$ cat src/rtl/binary_image_thinning_macros.svh
// ----------------------------------------------------------------------------
// Assertion macros for the binary image thinning block
// Shared concurrent assertion forms, clocked on the rising edge.
// ----------------------------------------------------------------------------
`ifndef BINARY_IMAGE_THINNING_MACROS_SVH
`define BINARY_IMAGE_THINNING_MACROS_SVH

// Condition holds at every edge outside reset.
`define BIT_ASSERT_ALWAYS(lbl, clk, rst, expr, msg) \
   lbl: assert property (@(posedge clk) disable iff (rst) (expr)) else $error(msg);

// Antecedent at one edge implies consequent at the next edge.
`define BIT_ASSERT_NEXT(lbl, clk, rst, ante, cons, msg) \
   lbl: assert property (@(posedge clk) disable iff (rst) (ante) |=> (cons)) else $error(msg);

`endif

$ cat src/rtl/bit_pkg.sv
// ----------------------------------------------------------------------------
// bit_pkg
// Types, constants and the per-row thinning function of the thinning block.
// ----------------------------------------------------------------------------
`timescale 1ns / 1ps

package bit_pkg;

   localparam int IMG_SIZE = 64;
   localparam int ROW_W    = 64;
   localparam int COORD_W  = 6;
   localparam int AW       = $clog2(IMG_SIZE);
   localparam int CNT_W    = $clog2(IMG_SIZE + 1);
   localparam int PASS_W   = 12;
   localparam logic [PASS_W-1:0] PASS_MAX = '1;

   localparam logic REPLY_ROW = 1'b0;
   localparam logic REPLY_RUN = 1'b1;

   typedef enum logic [2:0] {
      ACT_WRITE = 3'd0,
      ACT_START = 3'd1,
      ACT_END   = 3'd2,
      ACT_RUN   = 3'd3,
      ACT_READ  = 3'd4
   } act_type;

   typedef enum logic [1:0] {
      ST_IDLE,
      ST_RMW,
      ST_READ,
      ST_SWEEP
   } state_type;

   typedef struct packed {
      logic accept;
      logic run_start;
      logic wr_back;
      logic load_row;
      logic sweep_step;
      logic sweep_restart;
      logic load_run;
   } cmd_type;

   typedef struct packed {
      logic rsp_free;
      logic sweep_last;
      logic sweep_any;
   } stat_type;

   // Deletion marks for row x from its upper, own and lower rows.
   function automatic logic [ROW_W-1:0] thin_row(
      input logic [ROW_W-1:0]     top,
      input logic [ROW_W-1:0]     mid,
      input logic [ROW_W-1:0]     bot,
      input logic                 sub,
      input logic [COORD_W-1:0]   x,
      input logic [2*COORD_W-1:0] start_pt,
      input logic [2*COORD_W-1:0] end_pt,
      input logic                 end_vld
   );
      logic [ROW_W-1:0]     del;
      logic [8:1]           n;
      logic [3:0]           set_cnt;
      logic [3:0]           trans;
      logic [2*COORD_W-1:0] p;
      logic                 kept;
      logic                 blocked;
      del = '0;
      for (int y = 1; y < IMG_SIZE - 1; y++) begin
         n[1] = top[y];
         n[2] = top[y+1];
         n[3] = mid[y+1];
         n[4] = bot[y+1];
         n[5] = bot[y];
         n[6] = bot[y-1];
         n[7] = mid[y-1];
         n[8] = top[y-1];
         set_cnt = '0;
         trans   = '0;
         for (int k = 1; k <= 8; k++) begin
            set_cnt = set_cnt + 4'(n[k]);
            trans   = trans + 4'(!n[k] && n[(k % 8) + 1]);
         end
         p    = {x, COORD_W'(y)};
         kept = (p == start_pt) || (end_vld && p == end_pt);
         if (sub == 1'b0)
            blocked = (n[1] && n[3] && n[5]) || (n[3] && n[4] && n[7]);
         else
            blocked = (n[1] && n[3] && n[7]) || (n[1] && n[5] && n[7]);
         del[y] = mid[y] && !kept && set_cnt >= 4'd2 && set_cnt <= 4'd6 &&
                  trans == 4'd1 && !blocked;
      end
      return del;
   endfunction

endpackage

$ cat src/rtl/bit_ctrl.sv
// ----------------------------------------------------------------------------
// bit_ctrl
// Sequencer: accepts transactions and steps the datapath through each action.
// ----------------------------------------------------------------------------
`timescale 1ns / 1ps
`include "binary_image_thinning_macros.svh"

module bit_ctrl (
   input  logic             clock,
   input  logic             reset,
   input  logic             req_valid,
   output logic             req_ready,
   input  logic [2:0]       req_action,
   output bit_pkg::cmd_type cmd,
   input  bit_pkg::stat_type stat
);
   import bit_pkg::*;

   state_type state_ff, state_in;
   logic      accept;

   always_ff @(posedge clock) begin
      if (reset)
         state_ff <= ST_IDLE;
      else
         state_ff <= state_in;
   end

   assign accept = req_valid && stat.rsp_free && (state_ff == ST_IDLE);

   always_comb begin
      state_in  = state_ff;
      cmd       = '0;
      req_ready = 1'b0;
      unique case (state_ff)
         ST_IDLE: begin
            req_ready  = stat.rsp_free;
            cmd.accept = accept;
            if (accept) begin
               priority case (req_action)
                  ACT_WRITE, ACT_START, ACT_END: state_in = ST_RMW;
                  ACT_RUN: begin
                     cmd.run_start = 1'b1;
                     state_in      = ST_SWEEP;
                  end
                  ACT_READ: state_in = ST_READ;
                  default:  state_in = ST_IDLE;
               endcase
            end
         end
         ST_RMW: begin
            cmd.wr_back = 1'b1;
            state_in    = ST_IDLE;
         end
         ST_READ: begin
            cmd.load_row = 1'b1;
            state_in     = ST_IDLE;
         end
         ST_SWEEP: begin
            cmd.sweep_step = 1'b1;
            if (stat.sweep_last) begin
               if (stat.sweep_any) begin
                  cmd.sweep_restart = 1'b1;
               end else begin
                  cmd.load_run = 1'b1;
                  state_in     = ST_IDLE;
               end
            end
         end
         default: state_in = ST_IDLE;
      endcase
   end

   `BIT_ASSERT_NEXT(a_run_enters_sweep, clock, reset, accept && req_action == ACT_RUN, state_ff == ST_SWEEP, "run did not start a sweep")
   `BIT_ASSERT_ALWAYS(a_no_accept_busy, clock, reset, !(state_ff == ST_SWEEP && req_ready), "ready while sweeping")
   `BIT_ASSERT_ALWAYS(a_finish_at_end, clock, reset, !cmd.load_run || stat.sweep_last, "run reply before end of subpass")

endmodule

$ cat config.mk
export PLATFORM = sky130hd
export DESIGN_NAME = bit_ctrl
export DESIGN_NICKNAME = d
export VERILOG_FILES = /design/src/rtl/bit_pkg.sv /design/src/rtl/bit_ctrl.sv
export VERILOG_INCLUDE_DIRS = /design/src /design/src/rtl
export SDC_FILE = /design/constraint.sdc
export NUM_CORES = 1
export LEC_CHECK = 0
export BUFFER_PORTS_ARGS = -buffer_cell sky130_fd_sc_hd__buf_4
export CORE_AREA = 2 2 39 41
export CTS_CLUSTER_SIZE = 20
export DETAILED_ROUTE_END_ITERATION = 10
export DIE_AREA = 0 0 41 43
export PLACE_DENSITY_LB_ADDON = 0.3
export SYNTH_ARGS = -nofsm -noshare
export SYNTH_HDL_FRONTEND = slang
export SYNTH_SLANG_ARGS = --single-unit
$ cat constraint.sdc
create_clock -name clock -period 1.1 [get_ports clock]
set_input_delay 0.22 -clock clock [delete_from_list [all_inputs] [get_ports clock]]
set_output_delay 0.22 -clock clock [all_outputs]
set_load 0.1 [all_outputs]
==> summary.md, run 1 <==
The run gives 938 um as the global-route wire length before repair. Counting I/O delays and the setup requirement, the final critical path takes 1.44 ns. The number of synthesis warnings was 0.

The starting density of the core was 0.106. In this run the worst path has a maximum fanout of 3. Predominant post-synthesis flop cell: dfxtp_1.

The type of the worst setup path was register to output pin. The number of synthesized register bits works out to 2. The count of routing violations after the opening detailed-route iteration was 1. The run gives 0 as the number of design rule violations left after detail routing. The logs give 2 for the sink count of the clock tree and -0.343 ns for the post-route worst setup slack. The tools report the buffer type at the clock tree root as clkbuf_4. The logs give 0 for the final hold violation count and 0 for the max-capacitance violation count.

The tools report the CTS H-tree depth as 1. The net switching share of the total power was 0.322. Counting along the longest clock path gives a buffer depth of 2. The relative contribution of the clock network to total power was 0.408.

Setup total negative slack on the finished layout was measured at -2.16 ns. The via count of the first global-routing pass was 252; the pin slew with the least headroom to its limit was 0.344 ns. The final wirelength was 580 um. In this run the cell area of the synthesized design comes to 146 um^2. The number of I/O port buffers came out at 16. VDD sags by at most 0.000354 V. The logs give 0.274 for the post-synthesis sequential area ratio and 0.191 for the part of the total power dissipated in sequential elements. When the netlist entered floorplanning its net count stood at 28.

The number of inserted diodes came out at 0. For the count of unique library cells instantiated by Yosys, the log shows 14. Along the worst hold path, the cell count comes to 2. Ranked by total cell area, the synthesized netlist is headed by dfxtp_1, nor3b_1, and4bb_2. The floorplan step defined a die boundary enclosing 1760 um^2. Setup repair after global routing could not meet its margin everywhere. Compared with the post-synthesis result, the final layout area differs by 284%.

17 I/O pins were placed. The non-filler instance count after layout came out at 63. At the end of routability-driven placement, the weighted congestion stood at 0.587.

The top-area cell type share of the netlist area works out to 0.274. Dividing the detail-routed wire length by the instance count gives 9.21 um. The layout cell share with drive strength beyond 1 came out at 0.851.

Dividing total power by cell area gives a power density of 709 nW/um^2. The path class of the tightest hold or removal check is input pin to register. The endpoint arrival time on the critical path is 1.22 ns. The area of the core region came out at 1380 um^2.

The cell count after synthesis came out at 19. The combinational group share of total power was 0.400; the required arrival time at the worst endpoint was 0.88 ns. The tools report the number of antenna violations at the first check in global routing as 0. The share of async-settable or async-resettable flops after synthesis is 0. The floorplan has 14 rows. TritonCTS built the clock tree.

Summed over all instances, the cell type with the most area after synthesis is dfxtp_1. The largest registers in the layout are state_ff x2. The logs give 398 uW for the total power after layout and 9 for the setup violation total in the final timing report.

The run finished, with violations left. In this run the critical register-to-register path is captured at state_ff[0]. For the slack of the worst reg-to-reg path, the log shows -0.03 ns. The vias per cell is 3.94.

The most flop-heavy register was state_ff. The number of flip-flops under the largest register name works out to 2. Total via count after detailed routing: 248.

The checks that failed: setup timing. The internal power component was 270 uW. The startpoint identified for the worst hold timing path is reset.

The run gives 0.00134 ns as the clock tree skew after final layout. The number of placed instances, taps included, is 55. STA classifies the critical path startpoint as a register. Switching power summed over all nets: 128 uW. The number of nets in the layout came out at 58.

In this run the critical register-to-register path is launched from state_ff[0]. The floorplan step set the die height to 43 um. For the relative slew slack, the log shows 0.768.

Detailed placement finished with a half-perimeter wire length of 433 um. The TritonCTS buffer count was 3; the fmax was 693 MHz. Each instance of the synthesized netlist takes up on average 7.70 um^2. Hold is met by 0.148 ns. The count of nets left with antenna violations once routing finished came out at 0. The worst min-delay path endpoint is state_ff[0]. Measured in cells, the most critical reg-to-reg path has a length of 5.

The tools report the clock latency of the later-clocked register in the worst-skew pair as 0.22 ns. The die width is 41 um. The logs give -0.194 ns for the worst setup timing slack at the placement stage and 0.0871 for the global-route usage over all layers. Entering global routing, the biggest net connects 5 pins. The number of search-and-repair iterations in the first detailed-routing pass was 3; the leftover overflow at the end of global routing was 0. The post-route fraction of the period consumed by the critical path works out to 1.31. The tools report the final count of pins violating max slew as 0.

The tools report the type of destination of the critical path as an output pin. Number of enable flip-flop cells after synthesis: 0. The total leakage power is 0.000248 uW, and the clock slew at the register clock pins of the worst setup and hold paths is 0.03 ns.
==> synthesized netlist by cell type, drive strengths merged (2+ instances only) <==
library cell	number
dfxtp	2
a21oi	2
o21ai	2
nor2b	2
nor3b	3
==> area by class of cell <==
| class | instances | area (um^2) |
|---|---|---|
| Clock buffer | 3 | 22.5 |
| Fill cell | 145 | 822 |
| Inverter | 1 | 3.75 |
| Multi-Input combinational cell | 16 | 170 |
| Sequential cell | 2 | 42.5 |
| Tap cell | 16 | 20.0 |
| Timing Repair Buffer | 25 | 303 |
==> critical path, stage by stage (launching register included) <==
cell	delay (ns)
dfxtp_2	0.31
and4bb_4	0.35
nand2b_4	0.06
nor2_4	0.10
buf_12	0.18
==> cell usage in the layout (no fill, tap or decap), drive strengths merged <==
cell    Yosys  layout
nand2       1       1
and3        1       1
nor2        1       1
and2        1       1
inv         1       1
nand2b      1       1
nor3b       3       3
buf         0      25
and3b       1       1
o21ai       2       2
dfxtp       2       2
nor2b       2       2
a21oi       2       2
clkbuf      0       3
and4bb      1       1
==> worst max path at each step <==
stage / from / end / slack (ns) / depth (start not counted)
after detailed placement: state_ff[1] / cmd[5] / -0.19 / 4
final: state_ff[0] / cmd[5] / -0.34 / 4
after global placement: state_ff[1] / cmd[5] / -0.19 / 4
after floorplan: state_ff[0] / cmd[0] / -0.71 / 2
after global routing: state_ff[0] / cmd[5] / -0.39 / 4
after CTS: state_ff[1] / cmd[0] / -0.34 / 4
==> power by group through the flow <==
stage	Sequential (uW)	Clock [uW]	Combinational (uW)
after floorplan	78.0	0	76.6
after global placement	77.1	0	122
after detailed placement	77.1	0	123
after CTS	76.2	173	143
after global routing	76.4	184	168
final	76.2	163	159
==> through the flow <==
stage / util / instance area (um^2)
floorplan: - / 196
global placement: 0.265 / 367
detailed placement: 0.265 / 367
CTS: 0.355 / 492
global route: 0.406 / 562
finish: 0.406 / 562
==> cell families after synthesis <==
family                 Yosys count  share of synthesized area
AOI/OAI and AO/OA                4                      0.137
buffers and inverters            1                     0.0256
DFF                              2                      0.274
and+or+nand+nor                 12                      0.564
==> layer usage <==
| metal | up-vias | routed length, um | GRT usage |
|---|---|---|---|
| met5 | - | 0 | 0 |
| met4 | 0 | 5 | 0.0800 |
| met3 | 2 | 75 | 0.0681 |
| met2 | 17 | 291 | 0.116 |
| met1 | 103 | 207 | 0.0796 |
| li1 | 126 | - | - |
==> repair_timing <==
item,4_1_cts,5_1_grt
hold buffers,0,0
pin swaps,1,3
endpoints found under the setup margin,8,9
buffers inserted,1,5
resized for setup,23,9
cloned,0,0
No activity file was read; power rests on OpenSTA's default activity.
==> inputs of run 2 (changes only) <==
GPL_TIMING_DRIVEN = 0   (was unset)
SETUP_SLACK_MARGIN = 0.1   (was unset)
==> run 2 against run 1 <==
Clock skew is 0.0016 ns higher. Wire length grew 14%. Fmax fell by 2.0%. Count of clock-buffer cells in the layout unchanged. Via count up 1.6%. Critical endpoint unchanged. The flow still finishes with violations (setup timing). Hold slack improved by 0.012 ns. Register-to-register slack better by 0.07 ns. Largest power group unchanged. Worst setup slack got worse by 0.029 ns. Sequential power is 0.8% higher.
==> summary.md, run 2 (synthesized netlist as in run 1, its figures left out) <==
The flow ran to the end, but the final reports show violations. The checks that failed: setup timing. The total via count after detailed routing was 252; the fmax was 679 MHz. The setup path with the least slack is of type register to output pin. At the end of the flow, the number of nets in the layout was 57. The count of routing violations after the opening detailed-route iteration was 7. On the final layout, the worst hold slack is 0.160 ns. The number of antenna violations at the first check in global routing was 0; the CTS H-tree depth was 1. The number of buffer and inverter stages on the critical path works out to 1. Once placement finished, the instance area stood at 337 um^2.

After detailed routing, the number of remaining DRC violations is 0. Type of destination of the critical path: an output pin. The congestion estimate from routability-driven global placement came to 0.547. The number of I/O port buffers was 16; the starting density of the core was 0.106. The run gives 3 as the TritonCTS buffer count.

The final non-filler cell area is 569 um^2. Critical path's slowest cell: dfxtp_2. The library cell used most frequently in the layout, excluding fill and tap cells, is buf_4.

The largest registers in the layout are state_ff x2. Among cell families on the critical path, the largest total delay comes from simple AND/OR/NAND/NOR gates. The layout cell share with drive strength beyond 1 was 0.891; the required arrival time at the worst endpoint was 0.88 ns.

Leaving out fill and tap cells, the most frequent cells in the layout are buf_4, buf_12, buf_6. For this run, the detailed router's first-pass iteration total came to 3. Along the worst path, the maximum fanout reaches 4. Setup violations remaining at the end of the flow were counted as 8.

Summed over all nets, the half-perimeter wirelength after detailed placement is 368 um. For the worst setup path, the data arrival time is 1.25 ns. The run gives 0.870 as the relative slew slack. The tools report the worst voltage drop across the vdd grid as 0.000515 V.

Maximum number of buffers from clock root to sink: 2. After detailed routing, the average wire length per cell comes to 10.7 um. The clock latency of the later-clocked register in the worst-skew pair was 0.22 ns; the layout-stage area growth over the synthesis result was 289%.

After floorplanning, the core was divided into 14 placement rows. In this run the worst hold path is classified as input pin to register. The max-capacitance violation count came out at 0. The repair_antennas step left the layout with diodes totalling 0.

For the pin with the worst max-slew slack, the measured transition is 0.194 ns. After global routing the overflow that remains totals 0. Global-route usage over all layers: 0.0871.

The post-route worst setup slack came out at -0.372 ns. TritonCTS built the clock tree. Clock period minus worst slack: 1.47 ns.

Die width: 41 um. Setup repair after global routing could not meet its margin everywhere. The power density normalized to cell area was 705 nW/um^2; the via count of the first global-routing pass was 254.

The startpoint class of the critical path is a register. Final hold violation count: 0. The most flop-heavy register was state_ff.

After detailed routing, the number of vias per cell comes to 4.06. The number of flip-flops under the largest register name is 2, and the final total negative setup slack is -2.34 ns. The count of nets left with antenna violations once routing finished came out at 0. The maximum single-stage delay on the critical path was 0.34 ns. The die is 43 um tall. Walking the worst path, the cells encountered are and4bb_4 -> nand2b_4 -> nor2_4 -> buf_12. The sink count of the clock tree is 2, and the final wirelength is 661 um. On the final layout, the worst clock skew is 0.00295 ns. The pin count of the biggest net entering global routing was 5; the clock slew at the register clock pins of the worst setup and hold paths was 0.03 ns. The die area is 1760 um^2, and the worst setup timing slack at the placement stage is -0.225 ns. The core region is 1380 um^2. The final count of pins violating max slew came out at 0.

The total leakage power was 0.000245 uW. Post-route fraction of the period consumed by the critical path: 1.34. Buffer type at the clock tree root: clkbuf_4. In this run the count of I/O pins placed on the die edge is 17.

The first global-routing pass estimated 924 um of wire.
[run 2: changes by cell type in the layout (fill, tap and decap cells not counted), sizes merged]
cell,delta
buf,-1
[run 2: where the power goes]
part / switching (uW) / internal [uW] / total (uW)
combinational: 87.8 / 72.6 / 160
sequential: 1.63 / 75.1 / 76.8
clock: 43.5 / 121 / 164
[run 2: final cells by class]
cell class,instances,area [um^2]
clock buffers,3,22.5
fillers,136,815
inverters,1,3.75
multi-input cells,16,185
flip-flops and latches,2,42.5
well taps,16,20.0
repair buffers,24,295
[run 2: through the flow]
stage / cells / power, uW / util
floorplan: 19 / 155 / -
global placement: 51 / 194 / 0.243
detailed placement: 51 / 194 / 0.243
CTS: 60 / 385 / 0.370
global route: 62 / 422 / 0.411
finish: 62 / 401 / 0.411
[run 2: worst paths after layout]
path,to,start,depth (start not counted),slack (ns)
setup / recovery,cmd[5],state_ff[1],4,-0.37
hold / removal,state_ff[1],reset,2,0.16
setup reg to reg,state_ff[0],state_ff[0],6,0.04
hold reg to reg,state_ff[0],state_ff[0],4,0.81
[run 2: what timing repair did]
action	in CTS	in global routing
resized for setup	26	10
pin swaps	5	3
setup buffers	6	2
cloned	0	0
hold buffers	0	0
setup endpoints to repair	8	10
[run 2: worst reg2reg max path: stages, from the launching register on]
cell and delay (ns):
dfxtp_2 0.31, buf_4 0.13, and2_4 0.13, buf_4 0.13, buf_6 0.12, o21ai_4 0.07, a21oi_2 0.07
[run 2: routing by layer]
metal,routed length [um],global-route usage
met5,0,0
met4,0,0.0400
met3,117,0.0942
met1,201,0.0669
met2,343,0.131
==> inputs of run 3 (changes only) <==
GPL_ROUTABILITY_DRIVEN = 1   (was unset)
GPL_TIMING_DRIVEN = unset   (was 0)
==> run 3 against run 2 <==
The run still ends with setup timing left. Count of clock-buffer cells in the layout is the same. Clock power is essentially flat. Register-to-register slack lost 0.07 ns. Non-clock buffer count grew 1. Hold slack lost 0.012 ns. Critical path depth is the same. Critical path type unchanged.
==> summary.md, run 3 (synthesized netlist as in run 1, its figures left out) <==
Entering global routing, the biggest net connects 5 pins. The clock tree skew after final layout was 0.00134 ns; the power density normalized to cell area was 709 nW/um^2. The final count of pins violating max slew is 0. The max-capacitance violation count is 0. The checks that failed: setup timing. The global-route usage over all layers was 0.0871; the count of routing violations after the opening detailed-route iteration was 1. The launch instance of the worst register-to-register path was state_ff[0]. The tools report the fmax as 693 MHz. After clock tree synthesis, the clock-pin slew on the worst setup and hold paths is 0.03 ns. The source of the worst hold timing path was reset. The die covers 1760 um^2. Number of top-level pins: 17. Along the worst path, the maximum fanout reaches 3. After floorplanning, the core was sized to cover 1380 um^2.

From bottom edge to top edge, the die measures 43 um. The register with the most flip-flops in the layout has 2 of them. The number of inserted diodes is 0, and the number of I/O port buffers is 16. For the pin with the worst max-slew slack, the measured transition is 0.344 ns. The most flop-heavy register was state_ff.

The logs give 248 for the total via count after detailed routing and 252 for the via count of the first global-routing pass. The run gives 0 as the number of design rule violations left after detail routing. The logs give 42.5 um^2 for the sequential cell area and 0.22 ns for the clock latency of the later-clocked register in the worst-skew pair.

The cell depth of the worst min-delay path works out to 2. The tools report the TritonCTS buffer count as 3. Before CTS, the worst setup slack after placement is -0.194 ns. The CTS H-tree depth came out at 1.

The count of nets left with antenna violations once routing finished came out at 0. The layout cell share with drive strength beyond 1 works out to 0.851. In this run the worst hold path is classified as input pin to register. Worst-case reg-to-reg path depth: 5.

For the worst setup path, the data arrival time is 1.22 ns. The first detailed-routing pass took 3 iterations. Counting every sink on the clock net gives 2. Setup violations remaining at the end of the flow were counted as 9. Relative slew slack: 0.768.

Adding up every negative setup slack in the final design gives -2.16 ns. The total power after layout was 398 uW; the final non-filler cell area was 562 um^2. The congestion estimate from routability-driven global placement came to 0.587. The HPWL after detailed placement is 433 um.

Summed over all layers, the routed wires come to 580 um. The run gives 0.106 as the starting density of the core. For the total number of placement rows, the log shows 14. The path with the worst hold slack has its endpoint at state_ff[0]. The worst-case IR drop observed on VDD is 0.000354 V. After filler insertion, the fill cell instance count of the layout stands at 145.

The number of antenna violations at the first check in global routing came out at 0. The largest registers in the layout are state_ff x2. Buffers inserted to repair hold after CTS numbered 0. In this run the deepest clock path goes through 2 buffers. For the total leakage power, the log shows 0.000248 uW. The critical path in this run is classified as register to output pin. TritonCTS built the clock tree. Summing all multi-input logic gate instances after layout gives 170 um^2. The commonest non-fill, non-tap cell in the layout was buf_4. Post-route fraction of the period consumed by the critical path: 1.31. The post-route worst setup slack was -0.343 ns; the vias per cell was 3.94.

From synthesis to final layout, the design area changed by 284%. In this run the critical register-to-register path is captured at state_ff[0]. The setup check on the worst reg-to-reg path leaves a slack of -0.03 ns. The root buffer cell chosen for the clock tree is clkbuf_4.

The flow ran to the end, but the final reports show violations. STA puts the critical path data required time at 0.88 ns. From left edge to right edge, the die measures 41 um. Setup repair after global routing could not meet its margin everywhere. In the final design database the tool counted 58 nets. The placed instances occupy a cell area of 367 um^2. Counting I/O delays and the setup requirement, the final critical path takes 1.44 ns. The detail-routed net length per standard cell was 9.21 um. The worst setup path is launched from a register.

The final hold violation count was 0. In the layout the commonest cells are buf_4, buf_12, buf_6. After global routing the overflow that remains totals 0. STA classifies the critical path endpoint as an output pin.

The first global-routing pass estimated 938 um of wire.
## run 3: cell count changes in the layout (fill, tap and decap cells not counted), sizes merged
cell	delta
buf	+1
## run 3: power by group
group	switching [uW]	internal [uW]	leakage, uW
combinational	84.9	74.6	0.000217
clock	42.4	120	0.0000138
sequential	1.08	75.2	0.0000172
total	128	270	0.000248
## run 3: per-layer routing
| layer | vias to the layer above | GRT usage | share of wire |
|---|---|---|---|
| li1 | 126 | - | - |
| met1 | 103 | 0.0796 | 0.36 |
| met2 | 17 | 0.116 | 0.50 |
| met3 | 2 | 0.0681 | 0.13 |
| met4 | 0 | 0.0800 | 0.0086 |
| met5 | - | 0 | 0 |
## run 3: cell type report
class	instances	area share
Sequential cell	2	0.0757
Multi-Input combinational cell	16	0.303
Clock buffer	3	0.0401
Timing Repair Buffer	25	0.539
Inverter	1	0.00668
Tap cell	16	0.0356
## run 3: worst max-delay path by stage
stage	startpoint	to	cells past startpoint
final	state_ff[0]	cmd[5]	4
after global routing	state_ff[0]	cmd[5]	4
after CTS	state_ff[1]	cmd[0]	4
after detailed placement	state_ff[1]	cmd[5]	4
after global placement	state_ff[1]	cmd[5]	4
after floorplan	state_ff[0]	cmd[0]	2
## run 3: what timing repair did
item / CTS / global route
buffers inserted: 1 / 5
pin swaps: 1 / 3
endpoints found under the setup margin: 9 / 10
gates resized for setup: 23 / 9
## run 3: worst max-delay path: stages, from the launching register on
cell and delay (ns):
dfxtp_2 0.31, and4bb_4 0.35, nand2b_4 0.06, nor2_4 0.10, buf_12 0.18
## run 3: per-stage QoR
stage	instances	hold slack (ns)	utilization
2_1_floorplan	19	0.275	-
3_3_place_gp	55	0.378	0.265
3_5_place_dp	55	0.378	0.265
4_1_cts	59	0.135	0.355
5_1_grt	63	0.144	0.406
6_report	63	0.148	0.406
